### config.mk
export PLATFORM = sky130hd
export DESIGN_NAME = one_shot_timer_bank_flat
export DESIGN_NICKNAME = d
export VERILOG_FILES = /design/src/rtl/otb_pkg.sv /design/src/rtl/otb_if.sv /design/src/rtl/otb_alu.sv /design/src/rtl/one_shot_timer_bank.sv /design/src/flat_wrapper.sv
export SDC_FILE = /design/constraint.sdc
export NUM_CORES = 1
export LEC_CHECK = 0
export ABC_CLOCK_PERIOD_IN_PS = 7200
export BUFFER_PORTS_ARGS = -buffer_cell sky130_fd_sc_hd__buf_2
export CAP_MARGIN = 0
export CORE_MARGIN = 1
export CORE_UTILIZATION = 45
export CTS_BUF_LIST = sky130_fd_sc_hd__clkbuf_16
export DETAILED_ROUTE_END_ITERATION = 10
export GPL_ROUTABILITY_DRIVEN = 1
export PLACE_DENSITY = 0.7
export SYNTH_ARGS = -nofsm -noshare
export SYNTH_HDL_FRONTEND = slang
export SYNTH_SLANG_ARGS = --single-unit
### constraint.sdc
create_clock -name clk -period 7.2 [get_ports clk]
set_input_delay 0 -clock clk [delete_from_list [all_inputs] [get_ports clk]]
set_output_delay 0 -clock clk [all_outputs]
set_load 0.01 [all_outputs]
### src/rtl/otb_pkg.sv
// Shared constants, codes and types of the one-shot timer bank.
package otb_pkg;

	localparam int NumTimers = 16;
	localparam int SlotW     = (NumTimers > 1) ? $clog2(NumTimers) : 1;

	localparam int ActionW = 2;
	localparam int KeyW    = 4;
	localparam int TimeW   = 32;
	localparam int KindW   = 2;

	// command codes
	localparam logic [ActionW-1:0] ActTick   = 2'd0;
	localparam logic [ActionW-1:0] ActAdd    = 2'd1;
	localparam logic [ActionW-1:0] ActModify = 2'd2;
	localparam logic [ActionW-1:0] ActDelete = 2'd3;

	// result kinds
	localparam logic [KindW-1:0] KindStatus = 2'd0;
	localparam logic [KindW-1:0] KindFired  = 2'd1;
	localparam logic [KindW-1:0] KindDone   = 2'd2;

	typedef logic [TimeW-1:0] time_t;
	typedef logic [SlotW-1:0] slot_t;

	// operands for the shared adder; sub selects a - b (carry out = a >= b)
	typedef struct packed {
		time_t a;
		time_t b;
		logic  sub;
	} alu_req_t;

	typedef struct packed {
		time_t sum;
		logic  carry;
	} alu_rsp_t;

endpackage

### src/rtl/otb_if.sv
// Request and result channel interfaces of the one-shot timer bank.
interface otb_cmd_if;
	logic                        valid;
	logic                        ready;
	logic [otb_pkg::ActionW-1:0] action;
	logic [otb_pkg::KeyW-1:0]    timer_key;
	logic [otb_pkg::TimeW-1:0]   time_value;
	logic                        enable_bit;

	modport source (output valid, action, timer_key, time_value, enable_bit, input ready);
	modport sink (input valid, action, timer_key, time_value, enable_bit, output ready);
endinterface

interface otb_res_if;
	logic                      valid;
	logic                      ready;
	logic [otb_pkg::KindW-1:0] result_kind;
	logic                      success;
	logic [otb_pkg::KeyW-1:0]  fired_key;
	logic                      last;

	modport source (output valid, result_kind, success, fired_key, last, input ready);
	modport sink (input valid, result_kind, success, fired_key, last, output ready);
endinterface

### src/rtl/otb_alu.sv
// Shared 32-bit add / compare unit of the one-shot timer bank.
module otb_alu (
	input  otb_pkg::alu_req_t req,
	output otb_pkg::alu_rsp_t rsp
);

	logic [otb_pkg::TimeW:0] full;

	// one adder: b is inverted with carry-in for subtract
	always_comb begin
		full = {1'b0, req.a} + {1'b0, req.b ^ {otb_pkg::TimeW{req.sub}}}
			+ {{otb_pkg::TimeW{1'b0}}, req.sub};
		rsp.sum   = full[otb_pkg::TimeW-1:0];
		rsp.carry = full[otb_pkg::TimeW];
	end

endmodule

### src/rtl/one_shot_timer_bank.sv
// Top level of the one-shot timer bank: sequencer, slot store and result register.
//
// Channels:
//   cmd (sink)   : one request per handshake: tick, add, modify or delete.
//   res (source) : add/modify/delete give one status result (last = 1). A tick
//                  gives one fired result per expired timer in ascending key
//                  order, then a done marker (last = 1).
// Timing:
//   One request at a time; cmd.ready is high only while idle. add/modify/delete:
//   status is loaded in StCmd once the result register is free. tick: the
//   accept, StTick to bump the count, then one slot per cycle over all
//   NumTimers slots unless a fired result waits on res.ready, then StDone for
//   the done marker. The scan rate is set by the single read port of the
//   expiry memory and the one shared adder/comparator.
// Stall:
//   A result register drives res; while res.ready is low the sequencer holds
//   on the pending result and loses nothing.
// Reset:
//   arst_n clears the tick count, present and enabled bits, the sequencer and
//   the result valid bit. Expiry entries are only used for present slots.
module one_shot_timer_bank (
	input  logic              clk,
	input  logic              arst_n,
	otb_cmd_if.sink           cmd,
	otb_res_if.source         res
);

	localparam logic [2:0] StIdle = 3'd0;
	localparam logic [2:0] StCmd  = 3'd1;
	localparam logic [2:0] StTick = 3'd2;
	localparam logic [2:0] StScan = 3'd3;
	localparam logic [2:0] StDone = 3'd4;

	localparam otb_pkg::slot_t LastSlot = otb_pkg::SlotW'(otb_pkg::NumTimers - 1);

	logic [2:0] state_q;

	// latched request
	logic [otb_pkg::ActionW-1:0] act_q;
	logic [otb_pkg::KeyW-1:0]    key_q;
	otb_pkg::time_t              tval_q;
	logic                        en_q;

	otb_pkg::time_t              tick_q;
	logic [otb_pkg::NumTimers-1:0] present_q;
	logic [otb_pkg::NumTimers-1:0] enabled_q;

	// expiry store: one write port, one registered read port
	otb_pkg::time_t expiry_mem [otb_pkg::NumTimers];
	otb_pkg::time_t rd_data_q;
	otb_pkg::slot_t rd_addr;
	logic           wr_en;
	otb_pkg::slot_t wr_addr;
	otb_pkg::time_t wr_data;

	otb_pkg::slot_t cur_q;

	// result register
	logic                       res_valid_q;
	logic [otb_pkg::KindW-1:0]  res_kind_q;
	logic                       res_ok_q;
	logic [otb_pkg::KeyW-1:0]   res_key_q;
	logic                       res_last_q;

	otb_pkg::alu_req_t alu_req;
	otb_pkg::alu_rsp_t alu_rsp;

	logic           accept;
	logic           out_free;
	otb_pkg::slot_t cmd_slot;
	logic           key_in_range;
	logic           cmd_ok;
	logic           fire;
	logic           scan_step;

	otb_alu u_alu (
		.req (alu_req),
		.rsp (alu_rsp)
	);

	assign cmd.ready = (state_q == StIdle);
	assign accept    = cmd.valid && cmd.ready;
	assign out_free  = !res_valid_q || res.ready;

	assign res.valid       = res_valid_q;
	assign res.result_kind = res_kind_q;
	assign res.success     = res_ok_q;
	assign res.fired_key   = res_key_q;
	assign res.last        = res_last_q;

	assign cmd_slot     = otb_pkg::SlotW'(key_q);
	assign key_in_range = (32'(key_q) < otb_pkg::NumTimers);

	// shared unit: tick + 1, tick + delay, or tick - expiry for the compare
	always_comb begin
		alu_req.a   = tick_q;
		alu_req.b   = tval_q;
		alu_req.sub = 1'b0;
		case (state_q)
			StTick: begin
				alu_req.b = otb_pkg::TimeW'(1);
			end
			StScan: begin
				alu_req.b   = rd_data_q;
				alu_req.sub = 1'b1;
			end
			default: begin
				alu_req.b = tval_q;
			end
		endcase
	end

	// command outcome
	always_comb begin
		cmd_ok = 1'b0;
		if (key_in_range) begin
			case (act_q)
				otb_pkg::ActAdd:    cmd_ok = !present_q[cmd_slot];
				otb_pkg::ActModify: cmd_ok = present_q[cmd_slot];
				otb_pkg::ActDelete: cmd_ok = present_q[cmd_slot];
				default:            cmd_ok = 1'b0;
			endcase
		end
	end

	// scan: rd_data_q holds the expiry of cur_q
	assign fire      = present_q[cur_q] && enabled_q[cur_q] && alu_rsp.carry;
	assign scan_step = !fire || out_free;

	always_comb begin
		case (state_q)
			StTick:  rd_addr = '0;
			StScan:  rd_addr = scan_step ? cur_q + otb_pkg::SlotW'(1) : cur_q;
			default: rd_addr = cur_q;
		endcase
	end

	// memory write on a successful add or modify, when its status goes out
	always_comb begin
		wr_en   = (state_q == StCmd) && out_free && cmd_ok
			&& (act_q == otb_pkg::ActAdd || act_q == otb_pkg::ActModify);
		wr_addr = cmd_slot;
		wr_data = (act_q == otb_pkg::ActAdd) ? tval_q : alu_rsp.sum;
	end

	always_ff @(posedge clk) begin
		if (wr_en) begin
			expiry_mem[wr_addr] <= wr_data;
		end
		rd_data_q <= expiry_mem[rd_addr];
	end

	// request latch
	always_ff @(posedge clk) begin
		if (accept) begin
			act_q  <= cmd.action;
			key_q  <= cmd.timer_key;
			tval_q <= cmd.time_value;
			en_q   <= cmd.enable_bit;
		end
	end

	// sequencer and slot state
	always_ff @(posedge clk or negedge arst_n) begin
		if (!arst_n) begin
			state_q   <= StIdle;
			tick_q    <= '0;
			present_q <= '0;
			enabled_q <= '0;
			cur_q     <= '0;
		end else begin
			case (state_q)
				StIdle: begin
					if (accept) begin
						state_q <= (cmd.action == otb_pkg::ActTick) ? StTick : StCmd;
					end
				end
				StCmd: begin
					if (out_free) begin
						if (cmd_ok) begin
							case (act_q)
								otb_pkg::ActAdd: begin
									present_q[cmd_slot] <= 1'b1;
									enabled_q[cmd_slot] <= en_q;
								end
								otb_pkg::ActModify: begin
									enabled_q[cmd_slot] <= en_q;
								end
								otb_pkg::ActDelete: begin
									present_q[cmd_slot] <= 1'b0;
									enabled_q[cmd_slot] <= 1'b0;
								end
								default: begin
								end
							endcase
						end
						state_q <= StIdle;
					end
				end
				StTick: begin
					tick_q  <= alu_rsp.sum;
					cur_q   <= '0;
					state_q <= StScan;
				end
				StScan: begin
					if (scan_step) begin
						if (fire) begin
							enabled_q[cur_q] <= 1'b0;
						end
						if (cur_q == LastSlot) begin
							state_q <= StDone;
						end else begin
							cur_q <= cur_q + otb_pkg::SlotW'(1);
						end
					end
				end
				StDone: begin
					if (out_free) begin
						state_q <= StIdle;
					end
				end
				default: begin
					state_q <= StIdle;
				end
			endcase
		end
	end

	// result register
	always_ff @(posedge clk or negedge arst_n) begin
		if (!arst_n) begin
			res_valid_q <= 1'b0;
		end else if (out_free) begin
			res_valid_q <= (state_q == StCmd) || (state_q == StDone)
				|| (state_q == StScan && fire);
		end
	end

	always_ff @(posedge clk) begin
		if (out_free) begin
			case (state_q)
				StCmd: begin
					res_kind_q <= otb_pkg::KindStatus;
					res_ok_q   <= cmd_ok;
					res_key_q  <= key_q;
					res_last_q <= 1'b1;
				end
				StScan: begin
					res_kind_q <= otb_pkg::KindFired;
					res_ok_q   <= 1'b0;
					res_key_q  <= otb_pkg::KeyW'(cur_q);
					res_last_q <= 1'b0;
				end
				default: begin
					res_kind_q <= otb_pkg::KindDone;
					res_ok_q   <= 1'b0;
					res_key_q  <= '0;
					res_last_q <= 1'b1;
				end
			endcase
		end
	end

endmodule
### src/flat_wrapper.sv
// flat-port wrapper written by rule: the top's interface ports become plain ports
module one_shot_timer_bank_flat 
  (clk, arst_n, cmd_valid, cmd_action, cmd_timer_key, cmd_time_value, cmd_enable_bit, cmd_ready, res_valid, res_result_kind, res_success, res_fired_key, res_last, res_ready);
  otb_cmd_if cmd_i ();
  otb_res_if res_i ();
  input  logic clk;
  input  logic arst_n;
  input wire logic [$bits(cmd_i.valid)-1:0] cmd_valid;
  input wire logic [$bits(cmd_i.action)-1:0] cmd_action;
  input wire logic [$bits(cmd_i.timer_key)-1:0] cmd_timer_key;
  input wire logic [$bits(cmd_i.time_value)-1:0] cmd_time_value;
  input wire logic [$bits(cmd_i.enable_bit)-1:0] cmd_enable_bit;
  output wire logic [$bits(cmd_i.ready)-1:0] cmd_ready;
  output wire logic [$bits(res_i.valid)-1:0] res_valid;
  output wire logic [$bits(res_i.result_kind)-1:0] res_result_kind;
  output wire logic [$bits(res_i.success)-1:0] res_success;
  output wire logic [$bits(res_i.fired_key)-1:0] res_fired_key;
  output wire logic [$bits(res_i.last)-1:0] res_last;
  input wire logic [$bits(res_i.ready)-1:0] res_ready;
  assign cmd_i.valid = cmd_valid;
  assign cmd_i.action = cmd_action;
  assign cmd_i.timer_key = cmd_timer_key;
  assign cmd_i.time_value = cmd_time_value;
  assign cmd_i.enable_bit = cmd_enable_bit;
  assign cmd_ready = cmd_i.ready;
  assign res_valid = res_i.valid;
  assign res_result_kind = res_i.result_kind;
  assign res_success = res_i.success;
  assign res_fired_key = res_i.fired_key;
  assign res_last = res_i.last;
  assign res_i.ready = res_ready;
  one_shot_timer_bank u_core (.clk(clk), .arst_n(arst_n), .cmd(cmd_i), .res(res_i));
endmodule
==> out/results.md <==
| Metric | Value | Unit |
| --- | --- | --- |
| Fraction of registers with async set or reset after synthesis | 10.9 | % |
| Number of rows in the core area | 91 | - |
| Setup CP Type | reg -> reg | - |
| RSZ-0062 raised after global routing | no | - |
| TritonRoute pass-1 iters | 6 | - |
| Post-route DRC violation count | 0 | - |
| Worst IR drop on VDD | 292 | uV |
| Leakage | 12.1 | nW |
| Layout Nets | 2169 | - |
| Ys flop type | sky130_fd_sc_hd__edfxtp_1 | - |
| Synthesized area per cell | 14.3 | um2 |
| Iter 0 DRT Violations | 1752 | - |
| Initial core utilization | 45.7 | % |
| Placement Setup Slack | 1180 | ps |
| Post-synth top area cell | sky130_fd_sc_hd__edfxtp_1 | - |
| Final setup violation count | 0 | - |
| X dimension of the die | 253 | um |
| Total nets after synthesis | 2059 | - |
| I/O Pins | 53 | - |
| Vias | 17000 | - |
| Worst setup SP type | flip-flop | - |
| Total gr overflow | 0 | - |
| Sequential area share after synthesis | 68.0 | % |
| Minimum clock period | 6060 | ps |
| Hold Path Class | in -> reg | - |
| Tcrit/Tclk final | 84.1 | % |
| Cell area after synthesis | 0.0283 | mm2 |
| Share of cells above drive strength 1 | 11.7 | % |
| Max Cap Viol | 0 | - |
| Sum of negative setup slack | 0 | ps |
| Height of the chip | 253 | um |
| Count of different cell masters after synthesis | 57 | - |
| Worst-case clock buffer depth | 3 | - |
| Pwr/cell area | 437 | mW/mm2 |
| Fin Clk Skew | 27.2 | ps |
| Global-route usage over all layers | 20.6 | % |
| Register-to-Register Setup Slack | 1140 | ps |
| Number of nets with antenna violations after detailed routing | 0 | - |
| Largest net degree at the start of global routing | 122 | - |
| Placed Instance Area | 0.0297 | mm2 |
| Area inside the core boundary | 0.0619 | mm2 |
| Wire length per cell | 21.9 | um |
| TritonCTS buffer count | 69 | - |
| Clock Pin Slew Worst Setup and Hold Paths | 60 | ps |
| Top cells by area in the synthesized netlist | sky130_fd_sc_hd__edfxtp_1 59%, sky130_fd_sc_hd__mux2i_1 9.2%, sky130_fd_sc_hd__dfrtp_1 6.4%, sky130_fd_sc_hd__o21ai_0 2.8%, sky130_fd_sc_hd__dfxtp_1 2.3% | - |
| Final Total Pwr | 14.1 | mW |
| Share of the synthesized area in the top cell type | 59.3 | % |
| Clock root buffer | sky130_fd_sc_hd__clkbuf_16 | - |
| Maximum fanout encountered on the critical timing path | 20 | - |
| Outcome | finished, final reports clean | - |
| Last weighted congestion value of the routability-driven placer | 0.872 | - |
| Required time worst endpoint | 7740 | ps |
| Fin cells | 2979 | - |
| Number of instances in the placed design | 2810 | - |
| Tightest hold margin | 104 | ps |
| Cells after synthesis | 1976 | - |
| Die area | 0.0639 | mm2 |
| Clk sink count | 663 | - |
| Yosys warns | 0 | - |
| First-pass GRT wire length | 98600 | um |
| Fill cell count | 5068 | - |
| Via count of the first global-routing pass | 16400 | - |
| Most used standard cell by instance count after synthesis | sky130_fd_sc_hd__edfxtp_1 | - |
| Antenna violations before repair | 0 | - |
| Remaining max-slew budget at the tightest pin | 26.4 | % |
| Setup crit end kind | flip-flop | - |
| Design Area, Final | 0.0323 | mm2 |
| Ant. Diodes | 0 | - |
| Sum of net half-perimeters after detailed placement | 36000 | um |
| Smallest setup slack after layout | 1140 | ps |
| TritonCTS clock tree | done | - |
| Clk Latency, worst-skew pair | 610 | ps |
| Maximum operating frequency | 165 | MHz |
| Number of synthesized register bits | 663 | - |
| Number of input and output port buffers inserted | 52 | - |
| Most instantiated cells after synthesis | 559 x sky130_fd_sc_hd__edfxtp_1, 260 x sky130_fd_sc_hd__mux2i_1, 156 x sky130_fd_sc_hd__o21ai_0 | - |
| Final cell utilization of the core | 52.2 | % |
| Total wirelength of the detailed-routed design | 65300 | um |
| Number of pins exceeding their max-slew limit in the final report | 0 | - |
| CP arrival | 6600 | ps |
| Ratio of routed vias to standard cells | 5.71 | - |
| Post-synth EDFFs | 559 | - |
| Deepest level of the CTS H-tree | 3 | - |
| Growth of design area from synthesis to finish | 14.3 | % |
| Number of hold-slack violations in the final timing report | 0 | - |
| Slew @ Worst Pin | 1100 | ps |
==> metal layers <==
| metal | track usage [%] | share of wire (%) |
|---|---|---|
| met1 | 28.5 | 44 |
| met2 | 32.8 | 47 |
| met3 | 3.50 | 5.7 |
| met4 | 7.19 | 3.1 |
| met5 | 0 | 0 |
==> critical path, cell delays in order (launching register included) <==
cell and delay (ps):
sky130_fd_sc_hd__dfrtp_1 550, sky130_fd_sc_hd__nor2b_1 310, sky130_fd_sc_hd__inv_1 190, sky130_fd_sc_hd__nor2_2 230, sky130_fd_sc_hd__inv_1 280, sky130_fd_sc_hd__o21ai_0 250, sky130_fd_sc_hd__ha_1 300, sky130_fd_sc_hd__nor2b_1 170
sky130_fd_sc_hd__o311a_1 300, sky130_fd_sc_hd__o311ai_1 400, sky130_fd_sc_hd__o21bai_1 220, sky130_fd_sc_hd__o21ai_1 360, sky130_fd_sc_hd__a21oi_1 220, sky130_fd_sc_hd__nor4b_1 560, sky130_fd_sc_hd__a311oi_1 200, sky130_fd_sc_hd__nor2_4 770
sky130_fd_sc_hd__buf_4 410, sky130_fd_sc_hd__a22oi_1 130, sky130_fd_sc_hd__nand3_1 120
==> registers in the layout, summed over array words and instances (netlist names), named ones only <==
register / flops
u_core.res.success: 1
u_core.res.result_kind: 2
u_core.res.last: 1
u_core.enabled_q: 16
u_core.tval_q: 32
u_core.rd_data_q: 32
u_core.state_q: 3
u_core.en_q: 1
u_core.expiry_mem: 512
u_core.cur_q: 4
u_core.res.fired_key: 4
u_core.res.valid: 1
u_core.tick_q: 32
u_core.cmd_slot: 4
u_core.act_q: 2
==> cell type report <==
cell class              count  area (um2)  area share [%]
repair buffers            159        1250            3.85
multi-input cells        1178        8540            26.4
well taps                 837        1050            3.24
inverters                  15        56.3           0.174
clock buffers              71        1780            5.50
flip-flops and latches    663       19200            59.5
clock inverters            56         434            1.34
==> final timing paths <==
path	from	end	cells past startpoint
setup / recovery	u_core.state_q[0]$_DFFE_PN0P_	u_core.rd_data_q[4]$_DFF_P_	18
hold / removal	cmd_time_value[13]	u_core.tval_q[13]$_DFFE_PP_	2
setup reg to reg	u_core.state_q[0]$_DFFE_PN0P_	u_core.rd_data_q[4]$_DFF_P_	18
hold reg to reg	u_core.tick_q[14]$_DFFE_PN0P_	u_core.tick_q[14]$_DFFE_PN0P_	2
max in group asynchronous	arst_n	u_core.res.valid$_DFFE_PN0N_	3
min in group asynchronous	arst_n	asynchronous set/reset pin	3
==> repair_timing <==
action                    4_1_cts  5_1_grt
hold buffers                   42        0
hold endpoints to repair      113        0
buffers inserted                0        0
gates resized for setup         0        0
==> report_power, final <==
part | internal (mW) | total [mW] | switching, mW
Combinational | 1.75 | 4.82 | 3.07
Sequential | 5.63 | 5.87 | 0.241
Clock | 2.01 | 3.45 | 1.44
Total | 9.39 | 14.1 | 4.75
==> logic make-up after synthesis <==
group           Yosys count  synth area share, %
buf+inv                 135                 2.39
mux                     267                 9.72
fa+ha+maj                40                 1.80
xor+xnor                 29                0.898
compound gates          465                 10.9
flops                   663                 68.0
simple gates            377                 6.31
==> placed cells by master, fill, tap and decap left out, drive strengths merged, types with 5 or more instances in the layout <==
| master | count |
|---|---|
| xnor2 | 13 |
| a31oi | 16 |
| ha | 39 |
| nor3 | 6 |
| a21oi | 39 |
| edfxtp | 559 |
| mux2i | 260 |
| a22oi | 33 |
| buf | 117 |
| xor2 | 16 |
| o211ai | 7 |
| o21ai | 169 |
| clkbuf | 71 |
| nand3 | 56 |
| a211o | 66 |
| dlygate4sd3 | 42 |
| o31ai | 17 |
| nand2 | 142 |
| nor2 | 63 |
| inv | 33 |
| dfxtp | 32 |
| clkinv | 28 |
| dfrtp | 72 |
| nor2b | 79 |
| a41oi | 6 |
| nand4 | 7 |
| a211oi | 67 |
| and2 | 5 |
| bufinv | 6 |
| nand2b | 9 |
| mux4 | 6 |
| a21o | 22 |
Note: power is estimated with default switching activity, not from simulation.
